--- config.mk ---
export PLATFORM = sky130hd
export DESIGN_NAME = spiral_matrix_reorder
export DESIGN_NICKNAME = d
export VERILOG_FILES = /design/src/smr_pkg.sv /design/src/smr_ram.sv /design/src/smr_seq.sv /design/src/smr_ofifo.sv /design/src/spiral_matrix_reorder.sv
export SDC_FILE = /design/constraint.sdc
export NUM_CORES = 2
export LEC_CHECK = 0
export BUFFER_PORTS_ARGS = -buffer_cell sky130_fd_sc_hd__buf_2
export CORE_MARGIN = 2
export CORE_UTILIZATION = 55
export CTS_CLUSTER_DIAMETER = 150
export DETAILED_ROUTE_END_ITERATION = 10
export PLACE_DENSITY = 0.76
export SYNTH_ARGS = -nofsm -noshare
export SYNTH_HDL_FRONTEND = slang
export SYNTH_SLANG_ARGS = --single-unit
--- constraint.sdc ---
create_clock -name clk -period 12.51 [get_ports clk]
set_input_delay 2.502 -clock clk [delete_from_list [all_inputs] [get_ports clk]]
set_output_delay 2.502 -clock clk [all_outputs]
set_load 0.005 [all_outputs]
--- src/smr_pkg.sv ---
`default_nettype none
package smr_pkg;

  localparam int unsigned DATA_W      = 32;
  localparam int unsigned CFG_W       = 4;
  localparam int unsigned CFG_IDX_W   = 1;
  localparam int unsigned MAX_ROWS_DEF = 8;
  localparam int unsigned MAX_COLS_DEF = 8;
  localparam logic [CFG_W-1:0] DIM_RESET = 4'd8;

  localparam logic [CFG_IDX_W-1:0] REG_ROW_COUNT    = 1'b0;
  localparam logic [CFG_IDX_W-1:0] REG_COLUMN_COUNT = 1'b1;

  typedef enum logic {
    ST_LOAD,
    ST_EMIT
  } state_t;

  typedef enum logic [1:0] {
    DIR_RIGHT,
    DIR_DOWN,
    DIR_LEFT,
    DIR_UP
  } dir_t;

  // read request from the spiral walker to the output buffer
  typedef struct packed {
    logic rd_en;
    logic last;
  } rd_req_t;

endpackage
`default_nettype wire

--- src/smr_ram.sv ---
`default_nettype none
module smr_ram #(
  parameter int unsigned WIDTH = 32,
  parameter int unsigned DEPTH = 64,
  localparam int unsigned AW = (DEPTH > 1) ? $clog2(DEPTH) : 1
) (
  input  wire logic             clk,
  input  wire logic             we,
  input  wire logic [AW-1:0]    waddr,
  input  wire logic [WIDTH-1:0] wdata,
  input  wire logic             re,
  input  wire logic [AW-1:0]    raddr,
  output logic      [WIDTH-1:0] rdata
);

  logic [WIDTH-1:0] mem [DEPTH];

  always_ff @(posedge clk) begin
    if (we) begin
      mem[waddr] <= wdata;
    end
    if (re) begin
      rdata <= mem[raddr];
    end
  end

endmodule
`default_nettype wire

--- src/smr_seq.sv ---
`default_nettype none
module smr_seq #(
  parameter int unsigned MAX_ROWS = smr_pkg::MAX_ROWS_DEF,
  parameter int unsigned MAX_COLS = smr_pkg::MAX_COLS_DEF,
  localparam int unsigned DEPTH = MAX_ROWS * MAX_COLS,
  localparam int unsigned AW = (DEPTH > 1) ? $clog2(DEPTH) : 1,
  localparam int unsigned LW = $clog2(DEPTH + 1),
  localparam int unsigned RW = $clog2(MAX_ROWS + 1),
  localparam int unsigned CW = $clog2(MAX_COLS + 1)
) (
  input  wire logic            clk,
  input  wire logic            rst_n,
  input  wire logic [RW-1:0]   rows,
  input  wire logic [CW-1:0]   cols,
  input  wire logic            in_valid,
  output logic                 in_ready,
  input  wire logic            rd_ok,
  output logic                 wr_en,
  output logic [AW-1:0]        wr_addr,
  output smr_pkg::rd_req_t     rd_req,
  output logic [AW-1:0]        rd_addr
);

  localparam int unsigned PW = RW + CW;

  smr_pkg::state_t state_r, state_nxt;
  smr_pkg::dir_t   dir_r, dir_nxt;
  logic [LW-1:0] load_cnt_r, load_cnt_nxt;
  logic [LW-1:0] n_r, n_nxt;
  logic [RW-1:0] row_r, row_nxt, top_r, top_nxt, bot_r, bot_nxt;
  logic [CW-1:0] col_r, col_nxt, lft_r, lft_nxt, rgt_r, rgt_nxt;

  logic [PW-1:0] total_full, row_base, addr_full;
  logic [LW-1:0] total, load_inc;
  logic          is_last;

  assign total_full = PW'(rows) * PW'(cols);
  assign total      = total_full[LW-1:0];
  assign load_inc   = load_cnt_r + LW'(1);
  assign row_base   = PW'(row_r) * PW'(cols);
  assign addr_full  = row_base + PW'(col_r);
  assign rd_addr    = addr_full[AW-1:0];
  assign wr_addr    = load_cnt_r[AW-1:0];
  assign is_last    = (n_r == total - LW'(1));

  always_ff @(posedge clk) begin
    if (!rst_n) begin
      state_r    <= smr_pkg::ST_LOAD;
      dir_r      <= smr_pkg::DIR_RIGHT;
      load_cnt_r <= '0;
      n_r        <= '0;
    end else begin
      state_r    <= state_nxt;
      dir_r      <= dir_nxt;
      load_cnt_r <= load_cnt_nxt;
      n_r        <= n_nxt;
    end
  end

  always_ff @(posedge clk) begin
    row_r <= row_nxt;
    col_r <= col_nxt;
    top_r <= top_nxt;
    bot_r <= bot_nxt;
    lft_r <= lft_nxt;
    rgt_r <= rgt_nxt;
  end

  always_comb begin
    state_nxt    = state_r;
    dir_nxt      = dir_r;
    load_cnt_nxt = load_cnt_r;
    n_nxt        = n_r;
    row_nxt      = row_r;
    col_nxt      = col_r;
    top_nxt      = top_r;
    bot_nxt      = bot_r;
    lft_nxt      = lft_r;
    rgt_nxt      = rgt_r;
    in_ready     = 1'b0;
    wr_en        = 1'b0;
    rd_req.rd_en = 1'b0;
    rd_req.last  = is_last;
    unique case (state_r)
      smr_pkg::ST_LOAD: begin
        in_ready = 1'b1;
        if (in_valid) begin
          wr_en = 1'b1;
          if (load_inc >= total) begin
            // matrix complete, set up the first lap
            load_cnt_nxt = '0;
            state_nxt    = smr_pkg::ST_EMIT;
            dir_nxt      = smr_pkg::DIR_RIGHT;
            n_nxt        = '0;
            row_nxt      = '0;
            col_nxt      = '0;
            top_nxt      = '0;
            lft_nxt      = '0;
            bot_nxt      = rows - RW'(1);
            rgt_nxt      = cols - CW'(1);
          end else begin
            load_cnt_nxt = load_inc;
          end
        end
      end
      smr_pkg::ST_EMIT: begin
        if (rd_ok) begin
          rd_req.rd_en = 1'b1;
          n_nxt        = n_r + LW'(1);
          if (is_last) begin
            state_nxt = smr_pkg::ST_LOAD;
            dir_nxt   = smr_pkg::DIR_RIGHT;
          end
          // step along the current side, turn at its end and pull that bound in
          unique case (dir_r)
            smr_pkg::DIR_RIGHT: begin
              if (col_r < rgt_r) begin
                col_nxt = col_r + CW'(1);
              end else begin
                top_nxt = top_r + RW'(1);
                row_nxt = row_r + RW'(1);
                if (!is_last) dir_nxt = smr_pkg::DIR_DOWN;
              end
            end
            smr_pkg::DIR_DOWN: begin
              if (row_r < bot_r) begin
                row_nxt = row_r + RW'(1);
              end else begin
                rgt_nxt = rgt_r - CW'(1);
                col_nxt = col_r - CW'(1);
                if (!is_last) dir_nxt = smr_pkg::DIR_LEFT;
              end
            end
            smr_pkg::DIR_LEFT: begin
              if (col_r > lft_r) begin
                col_nxt = col_r - CW'(1);
              end else begin
                bot_nxt = bot_r - RW'(1);
                row_nxt = row_r - RW'(1);
                if (!is_last) dir_nxt = smr_pkg::DIR_UP;
              end
            end
            smr_pkg::DIR_UP: begin
              if (row_r > top_r) begin
                row_nxt = row_r - RW'(1);
              end else begin
                lft_nxt = lft_r + CW'(1);
                col_nxt = col_r + CW'(1);
                if (!is_last) dir_nxt = smr_pkg::DIR_RIGHT;
              end
            end
          endcase
        end
      end
    endcase
  end

endmodule
`default_nettype wire

--- src/smr_ofifo.sv ---
`default_nettype none
module smr_ofifo #(
  parameter int unsigned WIDTH = smr_pkg::DATA_W
) (
  input  wire logic             clk,
  input  wire logic             rst_n,
  input  wire smr_pkg::rd_req_t rd_req,
  input  wire logic [WIDTH-1:0] rd_data,
  output logic                  rd_ok,
  output logic                  out_valid,
  input  wire logic             out_ready,
  output logic [WIDTH-1:0]      out_data,
  output logic                  out_last
);

  logic             pend_r, pend_last_r;
  logic [1:0]       cnt_r, cnt_nxt;
  logic             head_r, head_nxt;
  logic [WIDTH-1:0] data_r [2];
  logic             last_r [2];
  logic             pop, push, wr_idx;
  logic [1:0]       occ_after;

  assign out_valid = (cnt_r != 2'd0);
  assign out_data  = data_r[head_r];
  assign out_last  = last_r[head_r];
  assign pop       = out_valid & out_ready;
  assign push      = pend_r;
  assign wr_idx    = head_r ^ cnt_r[0];

  // a read may go out only if its beat is sure to find a free slot
  assign occ_after = cnt_r + {1'b0, pend_r} - {1'b0, pop};
  assign rd_ok     = (occ_after < 2'd2);

  always_comb begin
    cnt_nxt  = cnt_r + {1'b0, push} - {1'b0, pop};
    head_nxt = pop ? ~head_r : head_r;
  end

  always_ff @(posedge clk) begin
    if (!rst_n) begin
      pend_r <= 1'b0;
      cnt_r  <= 2'd0;
      head_r <= 1'b0;
    end else begin
      pend_r <= rd_req.rd_en;
      cnt_r  <= cnt_nxt;
      head_r <= head_nxt;
    end
  end

  always_ff @(posedge clk) begin
    pend_last_r <= rd_req.last;
    if (push) begin
      data_r[wr_idx] <= rd_data;
      last_r[wr_idx] <= pend_last_r;
    end
  end

endmodule
`default_nettype wire

--- src/spiral_matrix_reorder.sv ---
`default_nettype none
// Spiral matrix reorder.
// Input channel (in_valid/in_ready, in_element_in): matrix elements in row-major
// order, one beat each, one beat per cycle while loading. Elements are written
// into a single-port-write, registered-read element memory.
// Config port (cfg_we, cfg_index, cfg_data): row_count at index 0, column_count
// at index 1, registered on a write; a zero reads as 1, values above the maximum
// are clipped. Write only while the block is idle.
// The beat that completes rows*columns elements starts the spiral: the input
// closes and the walker issues one memory read per cycle while the output
// buffer has room. The first result passes the memory's read register and
// the output buffer before it shows on the output; then one result per cycle
// while out_ready is high, the final one with out_last_out set. The input
// reopens once the last read has gone to the memory. Load and spiral take turns
// on the single memory: one write per load beat, one read per result beat.
// The output side has a two-entry buffer; a low out_ready holds back memory
// reads and no beat is lost. Reset (rst_n, synchronous) clears counters and
// sets both dimensions to 8; memory contents are not cleared.
module spiral_matrix_reorder #(
  parameter int unsigned MAX_ROWS = smr_pkg::MAX_ROWS_DEF,
  parameter int unsigned MAX_COLS = smr_pkg::MAX_COLS_DEF
) (
  input  wire logic                                 clk,
  input  wire logic                                 rst_n,
  input  wire logic                                 cfg_we,
  input  wire logic [smr_pkg::CFG_IDX_W-1:0]        cfg_index,
  input  wire logic [smr_pkg::CFG_W-1:0]            cfg_data,
  input  wire logic                                 in_valid,
  output logic                                      in_ready,
  input  wire logic signed [smr_pkg::DATA_W-1:0]    in_element_in,
  output logic                                      out_valid,
  input  wire logic                                 out_ready,
  output logic signed [smr_pkg::DATA_W-1:0]         out_element_out,
  output logic                                      out_last_out
);

  localparam int unsigned DEPTH = MAX_ROWS * MAX_COLS;
  localparam int unsigned AW = (DEPTH > 1) ? $clog2(DEPTH) : 1;
  localparam int unsigned RW = $clog2(MAX_ROWS + 1);
  localparam int unsigned CW = $clog2(MAX_COLS + 1);

  logic [smr_pkg::CFG_W-1:0] row_count_r, column_count_r;
  logic [RW-1:0] rows_eff;
  logic [CW-1:0] cols_eff;

  logic                     wr_en, rd_ok;
  logic [AW-1:0]            wr_addr, rd_addr;
  smr_pkg::rd_req_t         rd_req;
  logic [smr_pkg::DATA_W-1:0] rd_data, out_data;

  always_ff @(posedge clk) begin
    if (!rst_n) begin
      row_count_r    <= smr_pkg::DIM_RESET;
      column_count_r <= smr_pkg::DIM_RESET;
    end else if (cfg_we) begin
      unique case (cfg_index)
        smr_pkg::REG_ROW_COUNT:    row_count_r    <= cfg_data;
        smr_pkg::REG_COLUMN_COUNT: column_count_r <= cfg_data;
      endcase
    end
  end

  // clip dimensions to 1..max
  always_comb begin
    if (row_count_r == '0) begin
      rows_eff = RW'(1);
    end else if (32'(row_count_r) > MAX_ROWS) begin
      rows_eff = RW'(MAX_ROWS);
    end else begin
      rows_eff = RW'(row_count_r);
    end
    if (column_count_r == '0) begin
      cols_eff = CW'(1);
    end else if (32'(column_count_r) > MAX_COLS) begin
      cols_eff = CW'(MAX_COLS);
    end else begin
      cols_eff = CW'(column_count_r);
    end
  end

  smr_seq #(
    .MAX_ROWS (MAX_ROWS),
    .MAX_COLS (MAX_COLS)
  ) u_seq (
    .clk      (clk),
    .rst_n    (rst_n),
    .rows     (rows_eff),
    .cols     (cols_eff),
    .in_valid (in_valid),
    .in_ready (in_ready),
    .rd_ok    (rd_ok),
    .wr_en    (wr_en),
    .wr_addr  (wr_addr),
    .rd_req   (rd_req),
    .rd_addr  (rd_addr)
  );

  smr_ram #(
    .WIDTH (smr_pkg::DATA_W),
    .DEPTH (DEPTH)
  ) u_store (
    .clk   (clk),
    .we    (wr_en),
    .waddr (wr_addr),
    .wdata (in_element_in),
    .re    (rd_req.rd_en),
    .raddr (rd_addr),
    .rdata (rd_data)
  );

  smr_ofifo #(
    .WIDTH (smr_pkg::DATA_W)
  ) u_ofifo (
    .clk       (clk),
    .rst_n     (rst_n),
    .rd_req    (rd_req),
    .rd_data   (rd_data),
    .rd_ok     (rd_ok),
    .out_valid (out_valid),
    .out_ready (out_ready),
    .out_data  (out_data),
    .out_last  (out_last_out)
  );

  assign out_element_out = out_data;

endmodule
`default_nettype wire
; After elaboration in Yosys (flattened, before gate mapping)
; Memories as Yosys holds them, arrays and structs flattened. A register that Yosys moved wholly into a read port is not among the register bits.
; Index checks and enable logic that the tools add are counted.
; Widths: inputs -> output; s select.
[word_totals]
ff_bits = 54
ramBits = 2114
in_bits = 42
word_cells = 164
memories = 3
[classes]
add_sub_neg = 16
n_mul = 2
magnitude_cmp = 8
n_eq_ne = 23
muxes = 77
bitwise = 5
reduce_logical = 14
[mem_list]
columns = name, words, width, read_ports, rd_ports_with_merged_regs, wr, line
row1 = u_store.mem, 64, 32, 1, 1, 1, smr_ram.sv:16  ; logic [WIDTH-1:0] mem [DEPTH];
row2 = u_ofifo.data_r, 2, 32, 1, 1, 1, smr_ofifo.sv:19  ; logic [WIDTH-1:0] data_r [2];
row3 = u_ofifo.last_r, 2, 1, 1, 1, 1, smr_ofifo.sv:20  ; logic last_r [2];
[op_table]
columns = cell, n
row1 = $mux 4, 32
row2 = $pmux 4 s2, 6
row3 = $pmux 4 s4, 2
row4 = $mux 7, 4
row5 = $mux 2, 12
row6 = $ne 3x3->1 const B, 8
row7 = $sub 4x1->4 const B, 6
row8 = $ne 2x2->1 const B, 10
row9 = $reduce_and 5->1, 4
row10 = $mux 1, 17
row11 = $add 4x1->4 const B, 4
row12 = $add 7x1->7 const B, 2
row13 = $pmux 7 s2, 1
row14 = $reduce_and 7->1, 2
row15 = $gt 4x4->1, 2
row16 = $gt 4x4->1 const B, 2
row17 = $logic_not 4->1, 2
row18 = $lt 4x4->1, 2
row19 = $pmux 2 s4, 1
row20 = $eq 7x7->1, 1
row21 = $ge 7x7->1, 1
row22 = $mul 4x4->7, 1
row23 = $sub 7x1->7 const B, 1
row24 = $add 6x4->6, 1
row25 = 16 further kinds, 21

; Longest topological paths before layout
[depth]
word_depth = 12
depth_mapped = 19
mapped_depth_nobuf = 18

; Cells and area by module
; A second synthesis with hierarchy kept.
[unflattened]
cells_unflattened = 3903
area_unflattened_um2 = 85727.2
[modules_own_cells]
columns = mod, n_inst, cells_per_inst, area_per_inst_um2, seq_area_each_um2
row1 = smr_ram, 1, 3324, 78838.1, 62459.9
row2 = smr_seq, 1, 409, 3839.9, 1061.0
row3 = smr_ofifo, 1, 127, 2670.1, 2102.0
row4 = spiral_matrix_reorder, 1, 43, 379.1, 160.2

; Worst setup path after synthesis
; OpenSTA, ideal clock, no wires.
[synth_timing]
path_kind = input to register
startpoint = in in_valid
endpoint = mem u_store.mem[47][0], enable pin
setup_ps = 421
t_arrival_ps = 4699
t_required_ps = 12089
setup_slack_ps = 7390
path_stages = 5
path_buffers = 1
path_cell_list = nor2b_1 -> and2_1 -> clkbuf_1 -> nand3_1 -> nor2_1
[synth_via]
elab_chain_len = 4
[synth_rtl]
columns = element, line
row1 = "start, declared", spiral_matrix_reorder.sv:28  ; input wire logic in_valid,
row2 = $mux 1, smr_seq.sv:87  ; if (in_valid) begin
row3 = $mux 1, smr_seq.sv:84  ; unique case (state_r)
row4 = $mux 1, smr_ram.sv:19  ; if (we) begin
row5 = $mux 1 (implied by the code), smr_ram.sv:20  ; mem[waddr] <= wdata;
row6 = "end, declared", smr_ram.sv:16
; Every way passes these cells.

; Worst setup path in the final report
[layout_timing]
startpoint = reg column_count_r[3] (netlist bit)
endpoint = reg u_store.rdata[3] (read register of u_store.mem) (data pin)
[layout_via]
elab_chain_len = 5
word_cells_on_any_way = 6
classes_between = add/sub: 1 / mul: 1 / order compare: 1 / mux: 2 / reduce/logical: 1
[layout_rtl]
columns = element, line
row1 = "start, declared", spiral_matrix_reorder.sv:42  ; logic [smr_pkg::CFG_W-1:0] row_count_r, column_count_r;
row2 = "start signal, assigned", spiral_matrix_reorder.sv:54  ; column_count_r <= smr_pkg::DIM_RESET;
row3 = "start signal, assigned", spiral_matrix_reorder.sv:58  ; smr_pkg::REG_COLUMN_COUNT: column_count_r <= cfg_data;
row4 = $gt 4x4->1, spiral_matrix_reorder.sv:74  ; end else if (32'(column_count_r) > MAX_COLS) begin
row5 = $mux 4, spiral_matrix_reorder.sv:74
row6 = $mux 4 (*), spiral_matrix_reorder.sv:72  ; if (column_count_r == '0) begin
row7 = $mul 4x4->6 (*), smr_seq.sv:40  ; assign row_base = PW'(row_r) * PW'(cols);
row8 = $add 6x4->6 (*), smr_seq.sv:41  ; assign addr_full = row_base + PW'(col_r);
row9 = "end, declared", smr_ram.sv:13  ; output logic [WIDTH-1:0] rdata
; Every way passes the cells marked *; elsewhere a longest branch is shown, timed or not.
; A chain may end at the register's enable or synchronous reset.

==> results_dict.tcl <==
set metrics [dict create \
    netlist_top_cells_area "edfxtp_1 (76%), mux4_2 (17%), ha_1 (0.86%), dfxtp_1 (0.72%), nor2_1 (0.49%)" \
    period_minus_slack_ps 6940 \
    critical_path.reg2reg.startpoint "column_count_r[3]" \
    cp-start-kind "flip-flop" \
    routed-via-count 42000 \
    post_synth_most_frequent_cells "edfxtp_1 (2170), mux4_2 (628), nor2_1 (112)" \
    first_pass_grt_wire_length_um 311000 \
    power.density_mw_per_mm2 169 \
    num_io_pins 77 \
    synthesis.nets 3832 \
    post-cts-setup-buffers 0 \
    critPathLaunch "column_count_r[3]" \
    grt_setup_unrepaired "false" \
    post_route_ant_nets 0 \
    min_from "u_ofifo.pend_last_r" \
    ys.flop_type "edfxtp_1" \
    syn2layout_area_growth_pct 11.6 \
    cts.sinks 2201 \
    drt_wl_total_um 219000 \
    cts.path.max_buffers 3 \
    synth.lib_cells_used.distinct 52 \
    cp-end-kind "flip-flop" \
    portBuffers 76 \
    max-cap-violations 0 \
    max_clk_rate_ghz 0.144 \
    synthesis.area_per_instance_um2 23.0 \
    place_inst 5753 \
    fin_area_mm2 0.0955 \
    fraction_of_post_synthesis_cell_area_in_the_top_cell_type_by_area 0.761 \
    fin_tns_setup_ps 0 \
    cp_data_required_time_ps 13080 \
    cts-hold-fix-buffers 0 \
    core.rowCount 144 \
    grt_remaining_overflow 0 \
    slew_viol_final 0 \
    crit_path_max_fanout 58 \
    global_route_total_usage_across_every_layer 0.281 \
    yosysTopAreaCell "edfxtp_1" \
    chipWidth_um 399 \
    first_pass_iters 6 \
    detail_route.wl_per_cell_um 35.8 \
    arrival_ps 7500 \
    dpl_ws_ps 5640 \
    placeableCoreArea_mm2 0.154 \
    synth-warning-count 0 \
    route.detailed.vias_per_inst 6.85 \
    htree_levels 4 \
    grt_antenna_before_repair 22 \
    peak_vdd_ir_v 0.000135 \
    finalHoldViolations 0 \
    setup_violations 0 \
    number_of_global_route_vias_before_repair 42200 \
    max-slew-margin-rel 0.188 \
    initial_core_utilization 0.555 \
    status "finished, final reports clean" \
    synthesis.area_mm2 0.0856 \
    seqCellArea_mm2 0.0658 \
    fillers 9854 \
    final_critical_path_setup_slack_ps 5570 \
    cts_inserted_buffers 201 \
    clkTransAtPathRegs_ps 60 \
    drt_drc_violations_left 0 \
    layoutNonFillerInstCount 6128 \
    final_core_utilization 0.619 \
    cts.root.buffer_cell "clkbuf_16" \
    finalNetCount 4025 \
    skew_final_ps 43.0 \
    ys_async_rst_share 0 \
    cts_resized 0 \
    die_h_um 399 \
    worst_skew_pair.late_latency_ps 860 \
    worst-setup-path-type "flip-flop to flip-flop" \
    place.gp.congestion 0.819 \
    synth.ff_latch_count 2201 \
    dr.first_iter.drc_count 6906 \
    design.die.area_mm2 0.159 \
    worst_slew_pin_slew_ps 1220 \
    hold_path_class "flip-flop to flip-flop" \
    multi_input_gate_area_in_the_final_layout_mm2 0.0193 \
    drive_above_1_share 0.293 \
    grt_max_degree 149 \
    seq_area_frac_synth 0.768 \
    cts_tree "done" \
    postPlaceCellArea_mm2 0.0891 \
    final_min_period_over_clock_period 0.555 \
    synthMostInstantiatedCell "edfxtp_1" \
    place.detailed.hpwl_um 108000 \
    total_leakage_power_nw 29.9 \
    number_of_enable_type_register_cells_in_the_synthesized_netlist 2170 \
    netlist_instances 3719 \
]
==> power breakdown <==
part | internal [W] | switching, W
logic | 0.000801 | 0.00107
clock network | 0.00340 | 0.00268
registers | 0.00818 | 0.0000400
==> state kept, by name, summed over array words and instances (netlist names), 2 cells and up, named ones only <==
signal / flops
u_seq.load_cnt_r: 7
u_store.rdata: 32
u_ofifo.last_r: 2
row_count_r: 4
u_seq.top_r: 4
u_seq.row_r: 4
u_seq.rgt_r: 4
u_seq.bot_r: 4
u_seq.dir_r: 2
u_store.mem: 2048
column_count_r: 4
u_seq.n_r: 7
u_ofifo.cnt_r: 2
u_ofifo.data_r: 64
u_seq.lft_r: 4
u_seq.col_r: 4
==> area by class of cell <==
| type | count | area share |
|---|---|---|
| Sequential cell | 2201 | 0.689 |
| Timing Repair Buffer | 172 | 0.0122 |
| Multi-Input combinational cell | 1280 | 0.202 |
| Inverter | 56 | 0.00221 |
| Tap cell | 2044 | 0.0268 |
| Clock inverter | 121 | 0.0120 |
| Antenna cell | 6 | 0.000157 |
| Clock buffer | 248 | 0.0557 |
==> metrics by stage <==
stage,hold slack (ps),power (W)
CTS,425,0.0162
floorplan,404,0.00958
global route,442,0.0166
detailed placement,421,0.0102
finish,436,0.0162
global placement,415,0.0102
==> worst max-delay path, cell delays in order (launching register included) <==
cell     delay [ps]
dfxtp_1         620
nor2b_1         170
and2_1          200
ha_1            290
ha_1            290
inv_1            50
fa_1            480
fa_4           1420
buf_4           660
buf_4           740
mux4_2          430
mux4_2          500
a22oi_1         550
nand2_1         100
==> layer usage <==
metal | GRT usage | routed length (um) | vias to the layer above | share of wire
met5 | 0.00151 | 129 | - | 0.00059
met4 | 0.103 | 8100 | 20 | 0.037
met3 | 0.0682 | 28200 | 490 | 0.13
met2 | 0.440 | 105000 | 3253 | 0.48
met1 | 0.389 | 77400 | 22100 | 0.35
li1 | - | - | 16100 | -
==> kinds of logic after synthesis <==
kind of cell / Yosys count / share of synthesized area
DFF: 2201 / 0.768
muxes: 680 / 0.172
and+or+nand+nor: 304 / 0.0165
buffers and inverters: 238 / 0.0126
AOI/OAI and AO/OA: 173 / 0.0137
adders and majority gates: 71 / 0.0114
xor gates and xnor gates: 52 / 0.00573
==> layout by cell type (no fill, tap or decap), types with 16 or more instances in the layout <==
cell	synthesis	routed
nor2_1	112	47
clkinv_2	0	33
buf_2	70	76
xnor2_1	32	30
nand2_1	75	75
mux2_2	34	34
inv_1	56	55
a21oi_1	33	33
ha_1	59	57
clkbuf_1	76	41
a22oi_1	39	39
clkinv_1	0	50
mux4_2	628	628
bufinv_16	0	18
and2_1	26	23
nor2_4	0	67
clkbuf_16	0	206
a211oi_1	38	38
mux2i_1	18	18
nor2b_1	27	27
o21ai_0	16	16
edfxtp_1	2170	2170
xor2_1	17	16
dfxtp_1	31	30
buf_4	14	91
nand3_1	28	28
==> worst paths after layout <==
check,end,slack (ps),cells after the start
worst max-delay path,u_store.rdata[3],5570,13
worst min register to register,u_ofifo.last_r[0],440,0
worst max register to register,u_store.rdata[3],5570,13
worst min-delay path,u_ofifo.last_r[0],440,0
(Power assumes the default switching activity.)
